==> src/design/chb_pkg.sv <==
// shared constants, types and codes for the clamped histogram bucketizer
// no dependencies; imported by every design file
package chb_pkg;

	localparam int NUM_BINS     = 16;
	localparam int COUNT_WIDTH  = 32;
	localparam int BIN_W        = $clog2(NUM_BINS);
	localparam int NBINS_W      = $clog2(NUM_BINS + 1);
	localparam int VALUE_W      = 32;
	localparam int STEP_W       = 32;
	localparam int MCOUNT_W     = 32;
	localparam int OUT_COUNT_W  = 32;
	localparam int CFG_IDX_W    = 1;
	localparam int CFG_DATA_W   = 32;
	localparam int NB_REG_W     = 5;
	localparam int QUOT_W       = BIN_W + 1;
	localparam int QBIT_W       = $clog2(QUOT_W);
	localparam int DIV_W        = STEP_W + QUOT_W - 1;
	localparam int QUEUE_DEPTH  = 4;
	localparam int QPTR_W       = $clog2(QUEUE_DEPTH);
	localparam int QCNT_W       = $clog2(QUEUE_DEPTH + 1);
	localparam int MIN_BINS     = 2;

	localparam logic [NB_REG_W-1:0] NUM_BUCKETS_RST = NB_REG_W'(16);
	localparam logic [STEP_W-1:0]   BIN_STEP_RST    = STEP_W'(65536);

	typedef enum logic [1:0] {
		OP_SAMPLE = 2'd0,
		OP_MERGE  = 2'd1,
		OP_READ   = 2'd2,
		OP_CLEAR  = 2'd3
	} op_t;

	typedef enum logic [CFG_IDX_W-1:0] {
		CFG_NUM_BUCKETS = 1'b0,
		CFG_BIN_STEP    = 1'b1
	} cfg_idx_t;

	typedef enum logic [1:0] {
		F_IDLE,
		F_DIV,
		F_HOLD
	} front_state_t;

	typedef enum logic {
		B_IDLE,
		B_READ
	} back_state_t;

	// command word passed from front to back
	typedef struct packed {
		op_t                    op;
		logic [BIN_W-1:0]       idx;
		logic [COUNT_WIDTH-1:0] amount;
	} cmd_t;

endpackage

==> src/design/clamped_histogram_bucketizer_core.sv <==
// top level of the clamped histogram bucketizer: config registers, front, queue, back
// depends on chb_pkg, chb_front, chb_queue, chb_back
//
// Equal-width histogram over 16 saturating 32-bit bins, cleared by reset. A non-negative
// sample is binned at the front by a shift-subtract divider that resolves one quotient
// bit per cycle: accept, five divider steps, then a hand-off that waits for queue space.
// A negative sample, merge, read or clear goes from accept to hand-off; a merge into a
// bin outside those in use is dropped at accept. A four-entry command queue separates
// front and back; the back applies one add or clear per cycle when no read runs, and
// streams bins in use, one word per cycle while out_ready allows; last marks the end.
// Config writes are always accepted and must be issued only while the block is idle.
module clamped_histogram_bucketizer_core (
	input  logic                                 clk,
	input  logic                                 arst_n,
	input  logic                                 cfg_valid,
	output logic                                 cfg_ready,
	input  logic [chb_pkg::CFG_IDX_W-1:0]        cfg_index,
	input  logic [chb_pkg::CFG_DATA_W-1:0]       cfg_data,
	input  logic                                 in_valid,
	output logic                                 in_ready,
	input  logic [1:0]                           operation,
	input  logic signed [chb_pkg::VALUE_W-1:0]   sample_value,
	input  logic [chb_pkg::BIN_W-1:0]            merge_index,
	input  logic [chb_pkg::MCOUNT_W-1:0]         merge_count,
	output logic                                 out_valid,
	input  logic                                 out_ready,
	output logic [chb_pkg::BIN_W-1:0]            bin_index,
	output logic [chb_pkg::OUT_COUNT_W-1:0]      bin_count,
	output logic                                 last
);
	import chb_pkg::*;

	logic [NB_REG_W-1:0] num_buckets_q;
	logic [STEP_W-1:0]   bin_step_q;
	logic [NBINS_W-1:0]  num_bins;
	logic                push_valid, push_ready;
	logic                pop_valid, pop_ready;
	cmd_t                push_cmd, pop_cmd;

	assign cfg_ready = 1'b1;

	always_ff @(posedge clk or negedge arst_n) begin
		if (!arst_n) begin
			num_buckets_q <= NUM_BUCKETS_RST;
			bin_step_q    <= BIN_STEP_RST;
		end else if (cfg_valid && cfg_ready) begin
			case (cfg_idx_t'(cfg_index))
				CFG_NUM_BUCKETS: num_buckets_q <= cfg_data[NB_REG_W-1:0];
				CFG_BIN_STEP:    bin_step_q    <= cfg_data[STEP_W-1:0];
				default:         bin_step_q    <= bin_step_q;
			endcase
		end
	end

	// bins in use, limited to between two and the store size
	always_comb begin
		if (num_buckets_q < NB_REG_W'(MIN_BINS)) begin
			num_bins = NBINS_W'(MIN_BINS);
		end else if (num_buckets_q > NB_REG_W'(NUM_BINS)) begin
			num_bins = NBINS_W'(NUM_BINS);
		end else begin
			num_bins = NBINS_W'(num_buckets_q);
		end
	end

	chb_front u_front (
		.clk          (clk),
		.arst_n       (arst_n),
		.in_valid     (in_valid),
		.in_ready     (in_ready),
		.operation    (operation),
		.sample_value (sample_value),
		.merge_index  (merge_index),
		.merge_count  (merge_count),
		.num_bins     (num_bins),
		.bin_step     (bin_step_q),
		.push_valid   (push_valid),
		.push_ready   (push_ready),
		.push_cmd     (push_cmd)
	);

	chb_queue u_queue (
		.clk        (clk),
		.arst_n     (arst_n),
		.push_valid (push_valid),
		.push_ready (push_ready),
		.push_cmd   (push_cmd),
		.pop_valid  (pop_valid),
		.pop_ready  (pop_ready),
		.pop_cmd    (pop_cmd)
	);

	chb_back u_back (
		.clk       (clk),
		.arst_n    (arst_n),
		.pop_valid (pop_valid),
		.pop_ready (pop_ready),
		.pop_cmd   (pop_cmd),
		.num_bins  (num_bins),
		.out_valid (out_valid),
		.out_ready (out_ready),
		.bin_index (bin_index),
		.bin_count (bin_count),
		.last      (last)
	);

endmodule

==> src/design/chb_front.sv <==
// front end: accepts items, bins samples with a shift-subtract divider, filters merges
// depends on chb_pkg
module chb_front (
	input  logic                               clk,
	input  logic                               arst_n,
	input  logic                               in_valid,
	output logic                               in_ready,
	input  logic [1:0]                         operation,
	input  logic signed [chb_pkg::VALUE_W-1:0] sample_value,
	input  logic [chb_pkg::BIN_W-1:0]          merge_index,
	input  logic [chb_pkg::MCOUNT_W-1:0]       merge_count,
	input  logic [chb_pkg::NBINS_W-1:0]        num_bins,
	input  logic [chb_pkg::STEP_W-1:0]         bin_step,
	output logic                               push_valid,
	input  logic                               push_ready,
	output chb_pkg::cmd_t                      push_cmd
);
	import chb_pkg::*;

	front_state_t            state_q, state_d;
	cmd_t                    cmd_q;
	logic [DIV_W-1:0]        rem_q;
	logic [STEP_W-1:0]       dstep_q;
	logic [QUOT_W-1:0]       quot_q;
	logic [QBIT_W-1:0]       qbit_q;

	logic                    accept;
	op_t                     in_op;
	logic [DIV_W-1:0]        trial;
	logic                    fits;
	logic [DIV_W-1:0]        rem_nxt;
	logic [QUOT_W-1:0]       quot_nxt;
	logic [BIN_W-1:0]        top_bin;
	logic [BIN_W-1:0]        clamped;
	logic                    merge_ok;

	assign in_ready = (state_q == F_IDLE);
	assign accept   = in_valid && in_ready;
	assign in_op    = op_t'(operation);
	assign top_bin  = BIN_W'(num_bins - NBINS_W'(1));
	assign merge_ok = {1'b0, merge_index} < num_bins;

	// one quotient bit per cycle, msb first
	always_comb begin
		trial    = DIV_W'(dstep_q) << qbit_q;
		fits     = rem_q >= trial;
		rem_nxt  = fits ? (rem_q - trial) : rem_q;
		quot_nxt = quot_q;
		if (fits) begin
			quot_nxt[qbit_q] = 1'b1;
		end
		if (quot_nxt > QUOT_W'(top_bin)) begin
			clamped = top_bin;
		end else begin
			clamped = quot_nxt[BIN_W-1:0];
		end
	end

	always_comb begin
		state_d = state_q;
		case (state_q)
			F_IDLE: begin
				if (accept) begin
					case (in_op)
						OP_SAMPLE: state_d = sample_value[VALUE_W-1] ? F_HOLD : F_DIV;
						OP_MERGE:  state_d = merge_ok ? F_HOLD : F_IDLE;
						default:   state_d = F_HOLD;
					endcase
				end
			end
			F_DIV: begin
				if (qbit_q == '0) begin
					state_d = F_HOLD;
				end
			end
			F_HOLD: begin
				if (push_ready) begin
					state_d = F_IDLE;
				end
			end
			default: state_d = F_IDLE;
		endcase
	end

	always_ff @(posedge clk or negedge arst_n) begin
		if (!arst_n) begin
			state_q <= F_IDLE;
		end else begin
			state_q <= state_d;
		end
	end

	always_ff @(posedge clk) begin
		if (accept) begin
			cmd_q.op <= in_op;
			rem_q    <= DIV_W'(sample_value[VALUE_W-2:0]);
			dstep_q  <= (bin_step == '0) ? STEP_W'(1) : bin_step;
			quot_q   <= '0;
			qbit_q   <= QBIT_W'(QUOT_W - 1);
			case (in_op)
				OP_SAMPLE: begin
					cmd_q.idx    <= '0;
					cmd_q.amount <= COUNT_WIDTH'(1);
				end
				OP_MERGE: begin
					cmd_q.idx    <= merge_index;
					cmd_q.amount <= COUNT_WIDTH'(merge_count);
				end
				default: begin
					cmd_q.idx    <= '0;
					cmd_q.amount <= '0;
				end
			endcase
		end else if (state_q == F_DIV) begin
			rem_q  <= rem_nxt;
			quot_q <= quot_nxt;
			qbit_q <= qbit_q - QBIT_W'(1);
			if (qbit_q == '0) begin
				cmd_q.idx <= clamped;
			end
		end
	end

	assign push_valid = (state_q == F_HOLD);
	assign push_cmd   = cmd_q;

endmodule

==> src/design/chb_queue.sv <==
// small command queue between front and back
// depends on chb_pkg
module chb_queue (
	input  logic          clk,
	input  logic          arst_n,
	input  logic          push_valid,
	output logic          push_ready,
	input  chb_pkg::cmd_t push_cmd,
	output logic          pop_valid,
	input  logic          pop_ready,
	output chb_pkg::cmd_t pop_cmd
);
	import chb_pkg::*;

	cmd_t              mem_q [QUEUE_DEPTH];
	logic [QPTR_W-1:0] wr_ptr_q;
	logic [QPTR_W-1:0] rd_ptr_q;
	logic [QCNT_W-1:0] count_q;
	logic              do_push;
	logic              do_pop;

	assign push_ready = (count_q != QCNT_W'(QUEUE_DEPTH));
	assign pop_valid  = (count_q != '0);
	assign do_push    = push_valid && push_ready;
	assign do_pop     = pop_valid && pop_ready;
	assign pop_cmd    = mem_q[rd_ptr_q];

	always_ff @(posedge clk or negedge arst_n) begin
		if (!arst_n) begin
			wr_ptr_q <= '0;
			rd_ptr_q <= '0;
			count_q  <= '0;
		end else begin
			if (do_push) begin
				wr_ptr_q <= wr_ptr_q + QPTR_W'(1);
			end
			if (do_pop) begin
				rd_ptr_q <= rd_ptr_q + QPTR_W'(1);
			end
			case ({do_push, do_pop})
				2'b10:   count_q <= count_q + QCNT_W'(1);
				2'b01:   count_q <= count_q - QCNT_W'(1);
				default: count_q <= count_q;
			endcase
		end
	end

	always_ff @(posedge clk) begin
		if (do_push) begin
			mem_q[wr_ptr_q] <= push_cmd;
		end
	end

endmodule

==> src/design/chb_back.sv <==
// back end: bin count store, saturating updates, clear and read-out with output register
// depends on chb_pkg
module chb_back (
	input  logic                            clk,
	input  logic                            arst_n,
	input  logic                            pop_valid,
	output logic                            pop_ready,
	input  chb_pkg::cmd_t                   pop_cmd,
	input  logic [chb_pkg::NBINS_W-1:0]     num_bins,
	output logic                            out_valid,
	input  logic                            out_ready,
	output logic [chb_pkg::BIN_W-1:0]       bin_index,
	output logic [chb_pkg::OUT_COUNT_W-1:0] bin_count,
	output logic                            last
);
	import chb_pkg::*;

	back_state_t              state_q, state_d;
	logic [COUNT_WIDTH-1:0]   bins_q [NUM_BINS];
	logic [BIN_W-1:0]         rd_q;
	logic                     out_valid_q;
	logic [BIN_W-1:0]         out_idx_q;
	logic [OUT_COUNT_W-1:0]   out_cnt_q;
	logic                     out_last_q;

	logic                     do_pop;
	logic                     load_out;
	logic                     is_last;
	logic [BIN_W-1:0]         addr;
	logic [COUNT_WIDTH-1:0]   cur;
	logic [COUNT_WIDTH:0]     sum;
	logic [COUNT_WIDTH-1:0]   upd;
	logic [OUT_COUNT_W-1:0]   rep;

	assign pop_ready = (state_q == B_IDLE);
	assign do_pop    = pop_valid && pop_ready;
	assign load_out  = (state_q == B_READ) && (!out_valid_q || out_ready);
	assign is_last   = (rd_q == BIN_W'(num_bins - NBINS_W'(1)));
	assign addr      = (state_q == B_READ) ? rd_q : pop_cmd.idx;
	assign cur       = bins_q[addr];
	assign sum       = {1'b0, cur} + {1'b0, pop_cmd.amount};
	assign upd       = sum[COUNT_WIDTH] ? '1 : sum[COUNT_WIDTH-1:0];

	// report saturates to the output width
	always_comb begin
		if (COUNT_WIDTH > OUT_COUNT_W && (cur >> OUT_COUNT_W) != '0) begin
			rep = '1;
		end else begin
			rep = OUT_COUNT_W'(cur);
		end
	end

	always_comb begin
		state_d = state_q;
		case (state_q)
			B_IDLE: begin
				if (do_pop && pop_cmd.op == OP_READ) begin
					state_d = B_READ;
				end
			end
			B_READ: begin
				if (load_out && is_last) begin
					state_d = B_IDLE;
				end
			end
			default: state_d = B_IDLE;
		endcase
	end

	always_ff @(posedge clk or negedge arst_n) begin
		if (!arst_n) begin
			state_q     <= B_IDLE;
			rd_q        <= '0;
			out_valid_q <= 1'b0;
			for (int i = 0; i < NUM_BINS; i++) begin
				bins_q[i] <= '0;
			end
		end else begin
			state_q <= state_d;
			if (do_pop) begin
				case (pop_cmd.op)
					OP_SAMPLE, OP_MERGE: bins_q[pop_cmd.idx] <= upd;
					OP_CLEAR: begin
						for (int i = 0; i < NUM_BINS; i++) begin
							bins_q[i] <= '0;
						end
					end
					OP_READ: rd_q <= '0;
					default: rd_q <= rd_q;
				endcase
			end
			if (load_out) begin
				out_valid_q <= 1'b1;
				rd_q        <= rd_q + BIN_W'(1);
			end else if (out_ready) begin
				out_valid_q <= 1'b0;
			end
		end
	end

	always_ff @(posedge clk) begin
		if (load_out) begin
			out_idx_q  <= rd_q;
			out_cnt_q  <= rep;
			out_last_q <= is_last;
		end
	end

	assign out_valid = out_valid_q;
	assign bin_index = out_idx_q;
	assign bin_count = out_cnt_q;
	assign last      = out_last_q;

endmodule

==> config.mk <==
export PLATFORM = sky130hd
export DESIGN_NAME = clamped_histogram_bucketizer_core
export DESIGN_NICKNAME = d
export VERILOG_FILES = /design/src/design/chb_pkg.sv /design/src/design/clamped_histogram_bucketizer_core.sv /design/src/design/chb_front.sv /design/src/design/chb_queue.sv /design/src/design/chb_back.sv
export SDC_FILE = /design/constraint.sdc
export NUM_CORES = 2
export LEC_CHECK = 0
export ABC_AREA = 1
export BUFFER_PORTS_ARGS = -buffer_cell sky130_fd_sc_hd__clkbuf_2
export CAP_MARGIN = 10
export CORE_MARGIN = 4
export CORE_UTILIZATION = 51
export CTS_CLUSTER_SIZE = 14
export DETAILED_ROUTE_END_ITERATION = 10
export GPL_ROUTABILITY_DRIVEN = 1
export PLACE_DENSITY_LB_ADDON = 0.2
export SLEW_MARGIN = 10
export SYNTH_ARGS = -nofsm -noshare
export SYNTH_HDL_FRONTEND = slang
export SYNTH_SLANG_ARGS = --single-unit
==> constraint.sdc <==
create_clock -name clk -period 5.3 [get_ports clk]
set_input_delay 0.53 -clock clk [delete_from_list [all_inputs] [get_ports clk]]
set_output_delay 0.53 -clock clk [all_outputs]
set_load 0.03 [all_outputs]
==> run metrics <==
die area 0.0897 mm^2; Cells after Synth 5022; CTS tree done; largest cells by area after synthesis dfrtp_1 (32%), edfxtp_1 (20%), nand2_1 (12%); cell depth of the worst hold path 1; status finished, final reports clean; Pre-antenna DRT Iters 8; I/O Buffers 146; Post-Syn Area 0.0433 mm^2; Cell Area, Placed 0.0449 mm^2; most numerous cell in the Yosys netlist nand2_1; RR Startpoint u_queue.rd_ptr_q[0]; Starting Density 51.6%; core area 0.0840 mm^2; WL/cell 20.3 um; Reg clk slew, reported paths 60 ps; vias per inst 5.70; Slew HR 26.6%; crit share post-route 90.4%; vias post-DR 35700; Final TNS setup 0 ps; n_diodes 0; Synth Area per Inst 8.63 um^2; Slew @ Worst Pin 1100 ps; Worst Hold End u_front.push_cmd[36]; remaining routing DRC violations 0; DRT antenna net count 0; syn_nets 5217; first-pass GRT wire length 198000 um; RSZ-0062 raised after global routing no; HP Class input port to register; clk sinks 867; Distinct cells, synth 59; Final min period 4790 ps; initial antenna violation count 0; vias in the first global route 34500; Layout area overhead 11.4%; die width 299 um; Routability Congestion 0.993; Overflow after GRT 0; DRT iter0 DRCs 3322; Hold Crit Start operation[0]; CP required 5800 ps; Post-synth EDFFs 290; CTS buffer count 94; CTS max path bufs 3; top cell type's share of synthesized area 32.5%; Skew-Pair Late Insertion Delay 670 ps; Fmax achieved 0.209 GHz; fin. max-slew vios 0; Design Area, Final 0.0483 mm^2; FF+latch count, synth 867; Crit-path slowest cell dfrtp_2; Final #Nets 5241; r2r setup slk 510 ps; CP Buf/Inv Count 5; Synth area leader dfrtp_1; startpoint types register; Crit path arrival time 5290 ps; largest net degree at the start of global routing 149; Synth Warn # 0; Worst R2R Path Depth 24; Clock Skew 29.0 ps; die height 299 um; CP peak stage delay 460 ps; share of layout cells above drive strength 1 10.6%; post-synthesis sequential area ratio 53.3%; Post-Route Utilization 57.5%; FFs w/ async S/R, synth 65.1%; clk root buf clkbuf_16; WS Path Type register to register; commonest cells in the synthesized netlist nand2_1 (1425), dfrtp_1 (562), inv_1 (507); Routed WL 127000 um; FP Rows 106; Tot GR Track Use 28.0%; Hold Fails Final Rpt 0; Critical Path End Type register; # setup viols final 0; worst r2r dst u_back.bins_q[389]; CP top delay family compound AO/OA/AOI/OAI gates; Most common cell on crit path nand2_1; H-tree depth 3; worst-path cell chain inv_2, nand2_1, nand3_1, nand2_1, nand2_1, o21ai_4, buf_12, buf_4, nand2_1, o211ai_1, nand3_1, nand3_1, nand2_1, ha_1, a21oi_1, o21ai_0, a21oi_1, o21ai_0, a21oi_1, nand2_2, buf_4, a21oi_1, buf_4, o21ai_0; Max Cap Viol 0; ys flop type dfrtp_1; Max Fanout on Critical Path 45; dpl hpwl 81800 um; io pins 148
-- stage by stage --
stage | std cells | setup slack, ps | hold WS [ps]
after floorplan | 5022 | 1300 | 234
after global placement | 6078 | 299 | 455
after detailed placement | 6078 | 276 | 459
after CTS | 6254 | 233 | 45.5
after global routing | 6259 | 51.8 | 55.7
final | 6259 | 509 | 77.4
-- sequential cells by signal (all words and copies together) (netlist names), 3 cells and up --
signal,cells
u_queue.mem_q,152
u_queue.count_q,3
u_back.bin_count,32
u_front.dstep_q,32
u_front.push_cmd,38
u_front.quot_q,5
num_buckets_q,5
u_front.rem_q,36
u_back.bins_q,512
bin_step_q,32
u_back.rd_q,4
u_front.qbit_q,3
u_back.bin_index,4
-- metal layers --
metal  vias to the layer above  GRT usage [%]  part of all wire, %
met2                      1355           45.1                   46
met3                       219           4.29                  7.1
met5                         -              0                    0
met1                     17300           38.9                   43
met4                         0           10.2                  3.7
li1                      16800              -                    -
-- worst max path at each step --
stage                        start                    to  slack (ps)  depth (start not counted)
2_1_floorplan    u_front.qbit_q[0]  u_front.push_cmd[34]        1300                         28
3_3_place_gp     u_front.qbit_q[0]  u_front.push_cmd[35]         300                         27
3_5_place_dp     u_front.qbit_q[0]  u_front.push_cmd[35]         280                         29
4_1_cts          u_front.qbit_q[0]  u_front.push_cmd[35]         230                         29
5_1_grt          u_front.qbit_q[0]  u_front.push_cmd[34]          50                         26
6_report       u_queue.rd_ptr_q[0]    u_back.bins_q[389]         510                         24
-- area by class of cell --
cell class / count / area (um^2)
flip-flops and latches: 867 / 23100
fillers: 7541 / 35700
multi-input cells: 3296 / 16800
inverters: 546 / 2060
clock buffers: 132 / 2730
repair buffers: 241 / 1640
well taps: 1134 / 1420
clock inverters: 43 / 515
-- layout by cell type (no fill, tap or decap), types with 21 or more instances in the layout --
master	instances
nand2_1	1425
edfxtp_1	290
clkbuf_16	97
ha_1	84
a21oi_1	102
inv_1	504
o21ai_1	71
nand3_1	293
dfrtp_1	561
o22ai_1	164
o211ai_1	259
clkbuf_2	145
inv_2	37
mux2_2	27
nor2_4	26
xor2_1	21
buf_4	79
nor2_1	264
o21ai_0	390
-- cell families (layout without fill, tap and decap cells) --
kind of cell,Yosys count,count (layout),synth area share (%)
AO/OA/AOI/OAI,1057,1057,14.6
buffers and inverters,859,962,8.21
flip-flops,867,867,53.3
XOR/XNOR,32,32,0.647
other,1,1,0.00865
multiplexers,33,33,0.840
AND/OR/NAND/NOR,2086,2086,19.9
adder cells (fa/ha/maj),87,87,2.56
-- worst register-to-register path, cell delays in order, from the launching register on --
cell and delay (ps):
dfrtp_2 460, inv_2 110, nand2_1 70, nand3_1 60, nand2_1 110, nand2_1 100
o21ai_4 250, buf_12 330, buf_4 280, nand2_1 70, o211ai_1 100, nand3_1 100
nand3_1 190, nand2_1 180, ha_1 420, a21oi_1 220, o21ai_0 160, a21oi_1 140
o21ai_0 110, a21oi_1 170, nand2_2 110, buf_4 260, a21oi_1 230, buf_4 280
o21ai_0 120
-- timing repair --
item                                    4_1_cts  5_1_grt
setup buffers                                 0        5
endpoints found under the setup margin        0       88
hold buffers                                  1        0
hold endpoints to repair                     81        0
resized for setup                             0       11
Power is left out: the tool's default activity adds up to more than one toggle a clock period on the data nets, which glitch-free logic cannot reach.
